===== src/design/fragment_depth_fog_blend_assert.svh =====
// ----------------------------------------------------------------------------
// Assertion macros for fragment_depth_fog_blend
// Short forms for concurrent checks clocked by aclk, with reset masking.
// ----------------------------------------------------------------------------
`ifndef FRAGMENT_DEPTH_FOG_BLEND_ASSERT_SVH
`define FRAGMENT_DEPTH_FOG_BLEND_ASSERT_SVH

// Consequent must hold in the same cycle as the antecedent.
`define FDFB_ASSERT_SAME(lbl, ante, cons, msg) \
    lbl: assert property (@(posedge aclk) disable iff (!aresetn) (ante) |-> (cons)) \
        else $error(msg);

// Consequent must hold in the cycle after the antecedent.
`define FDFB_ASSERT_NEXT(lbl, ante, cons, msg) \
    lbl: assert property (@(posedge aclk) disable iff (!aresetn) (ante) |=> (cons)) \
        else $error(msg);

`endif


===== src/design/fdfb_ram.sv =====
// ----------------------------------------------------------------------------
// fdfb_ram
// Generic single write port, single read port RAM with registered read.
// ----------------------------------------------------------------------------
`timescale 1ns / 1ps
`default_nettype none

module fdfb_ram #(
    parameter int DATA_W = 8,
    parameter int DEPTH  = 256,
    localparam int ADDR_W = $clog2(DEPTH)
) (
    input  wire logic              aclk,
    input  wire logic              we,
    input  wire logic [ADDR_W-1:0] waddr,
    input  wire logic [DATA_W-1:0] wdata,
    input  wire logic [ADDR_W-1:0] raddr,
    output logic      [DATA_W-1:0] rdata
);

    logic [DATA_W-1:0] mem [DEPTH];

    always_ff @(posedge aclk) begin
        if (we) begin
            mem[waddr] <= wdata;
        end
        rdata <= mem[raddr];
    end

endmodule

`default_nettype wire


===== config.mk =====
export PLATFORM = sky130hd
export DESIGN_NAME = fdfb_ram
export DESIGN_NICKNAME = d
export VERILOG_FILES = /design/src/design/fragment_depth_fog_blend_assert.svh /design/src/design/fdfb_ram.sv
export SDC_FILE = /design/constraint.sdc
export NUM_CORES = 2
export LEC_CHECK = 0
export BUFFER_PORTS_ARGS = -buffer_cell sky130_fd_sc_hd__buf_4
export CORE_MARGIN = 2
export CORE_UTILIZATION = 45
export DETAILED_ROUTE_END_ITERATION = 10
export SYNTH_ARGS = -nofsm -noshare
export SYNTH_HDL_FRONTEND = slang
export SYNTH_SLANG_ARGS = --single-unit
export TNS_END_PERCENT = 100

===== constraint.sdc =====
create_clock -name aclk -period 2.2 [get_ports aclk]
set_clock_uncertainty 0.2 [all_clocks]
set_input_delay 0.22 -clock aclk [delete_from_list [all_inputs] [get_ports aclk]]
set_output_delay 0.22 -clock aclk [all_outputs]
set_load 0.02 [all_outputs]

==> metrics <==
YS warnings 0; DRC viols 0; Max Freq 0.3972 GHz; share of cells above drive strength 1 35.06%; Distinct cells, synth between 50 and 60; die width roughly 420 um; core area around 0.18 mm2; std cell rows 154; Crit. End Element register; Slowest-stage cell, CP mux4_2; worst hold slack 0.07393 ns; antenna violations before repair 5; multi-input logic area 0.01702 mm2; fin crit period 2.517 ns; Congestion Overflow GR 0; total CTS buffers a little over 200; hold crit path type input pin to register; router iterations before antenna repair 5; WL final slightly above 200000 um; worst-path cell chain mux4_2 > mux4_2 > nor2b_4 > nor4_4 > buf_4 > nor4_2; Vias/cell about 5.8; worst reg2reg path depth 6; Syn Area/Cell roughly 21 um2; DP HPWL between 100000 and 150000 um; number of max-cap violations 0; drt first-iter violations ~4600; largest area contributor in the netlist edfxtp_1; required time worst endpoint 2.73 ns; Worst Max-Slew Pin Slew 0.8550 ns; Final #Nets 4571; Register Area 0.06166 mm2; CP dominant cell by count mux4_2; period utilization 114.4%; Static Leak 31.34 nW; Seq/Total Area, Yosys 77.50%; Area Overhead vs Synth 20.73%; die area 0.1802 mm2; Via Count 41040; FF+latch count, synth 2056; Max Root-Sink Buffers 3; flop2flop setup slack -0.32 ns; startpoint class of the critical path register; post-route setup slack -0.3174 ns; number of setup violations in the final report 8; I/O Buffers 33; TritonCTS clock tree yes; Filler cells 13430; Die Span Y 424.5 um; clk_lat worst skew 0.86 ns; CTS H-tree lvls 4; Syn Nets 3759; Root Buffer clkbuf_16; Final Hold Fails 0; CP max FO 1; asr flop ratio synth 0%; clock-pin transition on the worst setup and hold timing paths about 0.06 ns; top post-synthesis cells by count 2048 x edfxtp_1, 454 x mux4_2, 282 x nor2_1; worst slew margin relative to its limit 43.00%; io pins 34; first-pass GRT wire length 295700 um; post-CTS setup buffers 0; largest net degree at the start of global routing 89; status complete, but fails checks; count leader, synth edfxtp_1; Overall Global Routing Usage around 23%; WL/cell 28.97 um; Arr. time, crit path just over 3 ns; critical path type register to register; number of routed nets with antenna violations 0; hold depth 6; PD cells 858.9 mW/mm2; Starting Density 45.22%; top cells by area, synth edfxtp_1 77%, mux4_2 13%, mux2i_1 1.7%; Peak VDD IR 0.0009108 V; Post-Syn Area a little under 0.08 mm2; RSZ-0062 raised after global routing yes; main flop type after synthesis edfxtp_1; Post-synth EDFFs between 2000 and 2500; Yosys top cell area share 77.30%; Layout Utilization 54.60%; number of clock sinks 2056; Final Slew Violations 0; failing checks negative setup slack; Post-Syn Instances 3733; GP Congestion 0.8579; Worst path max stage delay between 0.5 and 0.6 ns; vias in the first global route 41240
[registers in the layout, summed over array words and instances (netlist names)]
register,count
rdata,8
mem,2048
[area by class of cell]
cell class	count	area share, %
sequential	2056	64.20
multi-input combinational	1442	17.72
timing repair buffer	839	8.134
clock buffer	261	5.591
tap	2340	3.048
clock inverter	120	1.286
antenna	5	0.01303
inverter	2	0.007816
[timing repair]
item,in CTS,in global routing
hold buffers,22,0
gates resized for setup,51,31
pin swaps,24,18
endpoints found under the hold margin,2604,0
setup endpoints to repair,8,9
[layout by cell type (no fill, tap or decap), drive strengths merged, types with 3 or more instances in the layout]
| cell | count |
|---|---|
| nor3 | 22 |
| nand4 | 10 |
| o32ai | 5 |
| nor2 | 282 |
| clkinv | 93 |
| a211oi | 16 |
| nor2b | 31 |
| o211ai | 10 |
| or2 | 4 |
| inv | 8 |
| and2 | 6 |
| nor4 | 27 |
| buf | 817 |
| a2111oi | 5 |
| nand2 | 33 |
| dfxtp | 8 |
| o221ai | 47 |
| mux2i | 134 |
| clkinvlp | 3 |
| edfxtp | 2048 |
| o22ai | 28 |
| dlygate4sd3 | 22 |
| clkbuf | 261 |
| a22oi | 133 |
| mux4 | 456 |
| nand2b | 8 |
| nand3 | 34 |
| o21ai | 12 |
| o22a | 5 |
| diode | 5 |
| a221oi | 14 |
| a21oi | 96 |
| a22o | 8 |
| bufinv | 18 |
[power breakdown]
| group | switching, mW | leakage, nW | internal (mW) |
|---|---|---|---|
| clock | 14.9 | 3.22 | 19.5 |
| combinational | 2.83 | 9.64 | 2.06 |
| sequential | 0.0827 | 18.5 | 43.2 |
| total | 17.8 | 31.3 | 64.7 |
[critical path: cells and delay by family (launching register included)]
kind	cells	cell delay (ns)
buffers and inverters	1	0.20
AND/OR/NAND/NOR	3	0.58
multiplexers	2	1.07
flip-flops	1	0.35
[per-layer routing]
| layer | track usage [%] | up-vias | part of all wire, % |
|---|---|---|---|
| li1 | - | 17370 | - |
| met1 | 32.26 | 21830 | 42 |
| met2 | 36.88 | 1581 | 49 |
| met3 | 4.024 | 264 | 7.2 |
| met4 | 6.216 | 0 | 2.3 |
| met5 | 0 | - | 0 |
[kinds of logic after synthesis]
kind of cell	count (synthesis)	synth area share, %
buffers and inverters	235	1.831
and+or+nand+nor	466	2.628
muxes	591	14.62
DFF	2056	77.50
AOI/OAI and AO/OA	385	3.419
[path summary, 6_finish.rpt]
| path | start | end |
|---|---|---|
| setup / recovery | mem[83][2] | rdata[2] |
| setup reg to reg | mem[83][2] | rdata[2] |
| hold / removal | raddr[6] | rdata[5] |
| hold reg to reg | mem[33][5] | rdata[5] |
[stage by stage]
step                      setup WS, ns  setup TNS [ns]  cell area [um2]  std cells  total power [mW]
final                          -0.3174          -1.356            96050       7065             82.49
after detailed placement        -1.602          -11.74            88760       6657             48.86
after CTS                      -0.3287          -1.595            95870       7060             83.13
after global placement          -1.866          -12.74            88740       6656             48.80
after global routing           -0.3190          -1.616            96030       7060             84.80
after floorplan               -0.03883          -19.49            79870       3733             46.24
Note: power is estimated with default switching activity, not from simulation.
