### config.mk
export PLATFORM = sky130hd
export DESIGN_NAME = fdfb_div
export DESIGN_NICKNAME = d
export VERILOG_FILES = /design/src/design/fragment_depth_fog_blend_assert.svh /design/src/design/fdfb_pkg.sv /design/src/design/fdfb_div.sv
export SDC_FILE = /design/constraint.sdc
export NUM_CORES = 1
export LEC_CHECK = 0
export ABC_AREA = 1
export BUFFER_PORTS_ARGS = -buffer_cell sky130_fd_sc_hd__buf_2
export CAP_MARGIN = 20
export CORE_ASPECT_RATIO = 0.6
export CORE_MARGIN = 2
export CORE_UTILIZATION = 59
export CTS_BUF_LIST = sky130_fd_sc_hd__clkbuf_8
export DETAILED_ROUTE_END_ITERATION = 10
export PLACE_DENSITY = 0.9
export REMOVE_ABC_BUFFERS = 1
export SYNTH_ARGS = -nofsm -noshare
export SYNTH_HDL_FRONTEND = slang
export SYNTH_SLANG_ARGS = --single-unit
### constraint.sdc
create_clock -name aclk -period 8.3 [get_ports aclk]
set_clock_uncertainty 0.2 [all_clocks]
set_input_delay 2.49 -clock aclk [delete_from_list [all_inputs] [get_ports aclk]]
set_output_delay 2.49 -clock aclk [all_outputs]
set_load 0.02 [all_outputs]
### src/design/fragment_depth_fog_blend_assert.svh
// ----------------------------------------------------------------------------
// Assertion macros for fragment_depth_fog_blend
// Short forms for concurrent checks clocked by aclk, with reset masking.
// ----------------------------------------------------------------------------
`ifndef FRAGMENT_DEPTH_FOG_BLEND_ASSERT_SVH
`define FRAGMENT_DEPTH_FOG_BLEND_ASSERT_SVH

// Consequent must hold in the same cycle as the antecedent.
`define FDFB_ASSERT_SAME(lbl, ante, cons, msg) \
    lbl: assert property (@(posedge aclk) disable iff (!aresetn) (ante) |-> (cons)) \
        else $error(msg);

// Consequent must hold in the cycle after the antecedent.
`define FDFB_ASSERT_NEXT(lbl, ante, cons, msg) \
    lbl: assert property (@(posedge aclk) disable iff (!aresetn) (ante) |=> (cons)) \
        else $error(msg);

`endif

### src/design/fdfb_pkg.sv
// ----------------------------------------------------------------------------
// fdfb_pkg
// Shared types and constants of the fragment depth, fog and blend block.
// ----------------------------------------------------------------------------
`timescale 1ns / 1ps
`default_nettype none

package fdfb_pkg;

    // Far plane depth in signed Q2.16 (1.0).
    localparam logic signed [17:0] DEPTH_FAR = 18'sh10000;

    // Shared divider sizes: divisor, dividend shift line, step counter.
    localparam int DVS_W = 51;
    localparam int DVD_W = 81;
    localparam int CNT_W = 7;
    localparam int QUO_W = 33;

    // Configuration register indexes.
    typedef enum logic [2:0] {
        CFG_BLEND_ENABLE  = 3'd0,
        CFG_CONTRAST_GAIN = 3'd1,
        CFG_FOG_MODE      = 3'd2,
        CFG_FOG_START     = 3'd3,
        CFG_FOG_END       = 3'd4,
        CFG_FOG_RGBA      = 3'd5,
        CFG_NEAR_PLANE    = 3'd6,
        CFG_FAR_PLANE     = 3'd7
    } cfg_idx_t;

    // Fog mode codes.
    localparam logic [1:0] FOG_OFF   = 2'd0;
    localparam logic [1:0] FOG_NDC   = 2'd1;
    localparam logic [1:0] FOG_PERSP = 2'd2;
    localparam logic [1:0] FOG_ORTHO = 2'd3;

    // Command from the sequencer to the divider.
    typedef struct packed {
        logic             start;
        logic [DVS_W-1:0] rem_init;
        logic [DVS_W-1:0] divisor;
        logic [DVD_W-1:0] dividend;
        logic [CNT_W-1:0] steps;
    } fdfb_div_cmd_t;

    // Status returned by the divider.
    typedef struct packed {
        logic             done;
        logic             ovf;
        logic [QUO_W-1:0] quot;
    } fdfb_div_sts_t;

endpackage

`default_nettype wire

### src/design/fdfb_div.sv
// ----------------------------------------------------------------------------
// fdfb_div
// Restoring divider, one quotient bit per cycle, with quotient overflow flag.
// ----------------------------------------------------------------------------
`timescale 1ns / 1ps
`default_nettype none

module fdfb_div (
    input  wire logic                   aclk,
    input  wire logic                   aresetn,
    input  wire fdfb_pkg::fdfb_div_cmd_t cmd,
    output fdfb_pkg::fdfb_div_sts_t      sts
);

    import fdfb_pkg::*;

    logic             busy_reg;
    logic             done_reg;
    logic [CNT_W-1:0] cnt_reg;
    logic [DVS_W-1:0] rem_reg;
    logic [DVS_W-1:0] dvs_reg;
    logic [DVD_W-1:0] dvd_reg;
    logic [QUO_W-1:0] quot_reg;
    logic             ovf_reg;

    logic [DVS_W:0]   rem_sh;
    logic             ge;
    logic [DVS_W-1:0] rem_next;

    always_comb begin
        rem_sh   = {rem_reg, dvd_reg[DVD_W-1]};
        ge       = rem_sh >= {1'b0, dvs_reg};
        rem_next = ge ? DVS_W'(rem_sh - {1'b0, dvs_reg}) : rem_sh[DVS_W-1:0];
    end

    always_ff @(posedge aclk) begin
        if (!aresetn) begin
            busy_reg <= 1'b0;
            done_reg <= 1'b0;
            cnt_reg  <= '0;
        end else begin
            done_reg <= 1'b0;
            if (cmd.start) begin
                busy_reg <= 1'b1;
                cnt_reg  <= cmd.steps;
            end else if (busy_reg) begin
                cnt_reg <= cnt_reg - CNT_W'(1);
                if (cnt_reg == CNT_W'(1)) begin
                    busy_reg <= 1'b0;
                    done_reg <= 1'b1;
                end
            end
        end
    end

    always_ff @(posedge aclk) begin
        if (cmd.start) begin
            rem_reg  <= cmd.rem_init;
            dvs_reg  <= cmd.divisor;
            dvd_reg  <= cmd.dividend;
            quot_reg <= '0;
            ovf_reg  <= 1'b0;
        end else if (busy_reg) begin
            rem_reg  <= rem_next;
            dvd_reg  <= {dvd_reg[DVD_W-2:0], 1'b0};
            quot_reg <= {quot_reg[QUO_W-2:0], ge};
            ovf_reg  <= ovf_reg | quot_reg[QUO_W-1];
        end
    end

    assign sts.done = done_reg;
    assign sts.ovf  = ovf_reg;
    assign sts.quot = quot_reg;

endmodule

`default_nettype wire

==> flow_metrics.env <==
export IMPL_synth_edf_count=183
export IMPL_die_area_sq_um=25300
export IMPL_clock_sinks=226
export IMPL_numCtsBuffers=31
export IMPL_via_per_inst=5.23
export IMPL_fin_crit_ns=4.88
export IMPL_synth_seq_cells=226
export IMPL_ant_nets=0
export IMPL_row_count=43
export IMPL_vdd_drop_max_mv=0.158
export IMPL_cp_arrival_ns=5.19
export IMPL_gr_total_overflow=0
export IMPL_setup_tns_ns=0
export IMPL_worstPathRequired_ns=8.61
export IMPL_crit_path_end_kind="flop"
export IMPL_core_area_sq_um=23300
export IMPL_hold_viol_final=0
export IMPL_cts_buffer_depth=3
export IMPL_first_pass_iters=5
export IMPL_dieWidth_um=204
export IMPL_synth_cell_type_count=42
export IMPL_clkLatencyLatePin_ns=0.63
export IMPL_avgSynthCellArea_sq_um=7.26
export IMPL_synthCells=1955
export IMPL_antenna_found_initial=5
export IMPL_cts_hold_buffers=0
export IMPL_seq_area_frac_synth_pct=44.8
export IMPL_async_flop_share_pct=0
export IMPL_worstSetupPathType="in2reg"
export IMPL_mostFrequentLayoutCells="nand2_1, inv_1, buf_2"
export IMPL_timing_final_crit_share_pct=58.8
export IMPL_synthFlopType="edfxtp_1"
export IMPL_fmax_mhz=205
export IMPL_p_leak_nw=8.66
export IMPL_finalSetupViolCount=0
export IMPL_layout_drive_gt1_share_pct=14.9
export IMPL_grt_max_degree=120
export IMPL_fin_total_pwr_mw=3.89
export IMPL_io_pins=228
export IMPL_cap_violations=0
export IMPL_holdCritPathClass="reg2reg"
export IMPL_finalWirelength_mm=41.2
export IMPL_dp_hpwl_mm=31.5
export IMPL_cts_tree="yes"
export IMPL_start_util_pct=60.8
export IMPL_vias=13200
export IMPL_portBuffers=227
export IMPL_yosysWarnings=0
export IMPL_die_h_um=124
export IMPL_routabilityCongestion=0.946
export IMPL_grt_pass1_wl_mm=64.3
export IMPL_drt_iter0_drc=1296
export IMPL_syn_to_final_growth_pct=14.7
export IMPL_final_nets=2417
export IMPL_cts_setup_buffers=0
export IMPL_cts_resized=0
export IMPL_wl_per_cell_um=16.4
export IMPL_clk_root_buffer_cell="clkbuf_8"
export IMPL_crit_path_start_kind="input pin"
export IMPL_worst_pin_slew_ns=1.04
export IMPL_global_route_usage_total_pct=32.7
export IMPL_power_density_nw_per_um2=239
export IMPL_h_tree_depth=1
export IMPL_drc_errors=0
export IMPL_syn_area_sq_um=14200
export IMPL_final_common_cell="nand2_1"
export IMPL_final_max_slew_viol_count=0
export IMPL_largest_reg_flops=81
export IMPL_reg2reg_slack_ns=4.70
export IMPL_worst_hold_slack_ns=0.274
export IMPL_rsz0062_at_grt="no"
export IMPL_grt_pass1_vias=12500
export IMPL_cp_max_fo=119
export IMPL_relSlewSlack_pct=31.0
export IMPL_path_clk_slew_ns=0.07
export IMPL_status="finished, final reports clean"
==> synthesized netlist by cell type, types with 3 or more instances <==
cell type	number	share of area, %
edfxtp_1	183	39
inv_2	9	0.24
o21ai_0	11	0.39
nand3b_1	24	1.3
nor2_2	7	0.31
o21ai_1	11	0.39
xnor2_1	23	1.4
nand3_1	111	3.9
nand3_2	12	0.85
clkbuf_1	30	0.79
buf_4	4	0.21
buf_1	3	0.079
dfxtp_1	43	6.1
o21bai_1	7	0.37
nor2_4	4	0.32
nand4_1	13	0.57
a31oi_1	4	0.18
buf_6	5	0.40
a21oi_1	31	1.1
o22ai_1	32	1.4
ha_1	53	4.7
buf_2	9	0.32
nand2_2	4	0.18
nand2_1	838	22
nor2_1	92	2.4
nor3_1	7	0.25
inv_1	363	9.6
xor2_1	3	0.19
==> critical path, cell delays in order <==
cell and delay [ns]:
buf_6 0.47, nor2_1 0.31, inv_6 0.80, buf_4 0.65, nor2_1 0.07, o21ai_0 0.19, inv_1 0.05
==> stage by stage <==
step                std cells  area, sq um  utilization (%)  worst slack [ns]
floorplan                1903        13900                -              1.04
global placement         2451        15500             66.4              2.94
detailed placement       2451        15500             66.4              2.79
CTS                      2509        16300             69.6              3.45
global route             2512        16300             69.7              3.13
finish                   2513        16300             69.7              3.42
==> where the power goes <==
| group | internal [mW] | switching (mW) |
|---|---|---|
| combinational | 0.475 | 0.961 |
| sequential | 1.39 | 0.0595 |
| clock | 0.564 | 0.446 |
| total | 2.43 | 1.47 |
==> path summary, 6_finish.rpt <==
check             cells past startpoint     endpoint        start
setup / recovery                      7   cnt_reg[1]     cmd[190]
hold / removal                        2      ovf_reg      ovf_reg
setup reg to reg                     13  rem_reg[29]  rem_reg[16]
hold reg to reg                       2      ovf_reg      ovf_reg
==> logic make-up after synthesis <==
family	count (synthesis)	synth area share, %
simple gates	1119	32.7
flops	226	44.8
compound gates	105	4.34
fa+ha+maj	54	4.81
buf+inv	425	11.8
xor+xnor	26	1.60
==> layer usage <==
layer,up-vias,track usage (%),wire (um)
li1,6495,-,-
met1,5973,47.4,19100
met2,606,49.4,17100
met3,74,8.45,4250
met4,4,7.65,856
met5,-,0,28
==> layout make-up <==
cell class / instances / area [sq um]
Multi-Input combinational cell: 1304 / 6160
Clock buffer: 44 / 606
Clock inverter: 14 / 143
Timing Repair Buffer: 234 / 1200
Sequential cell: 226 / 6360
Fill cell: 1895 / 7070
Inverter: 373 / 1410
Antenna cell: 3 / 7.51
Tap cell: 315 / 394
(Power assumes the default switching activity.)
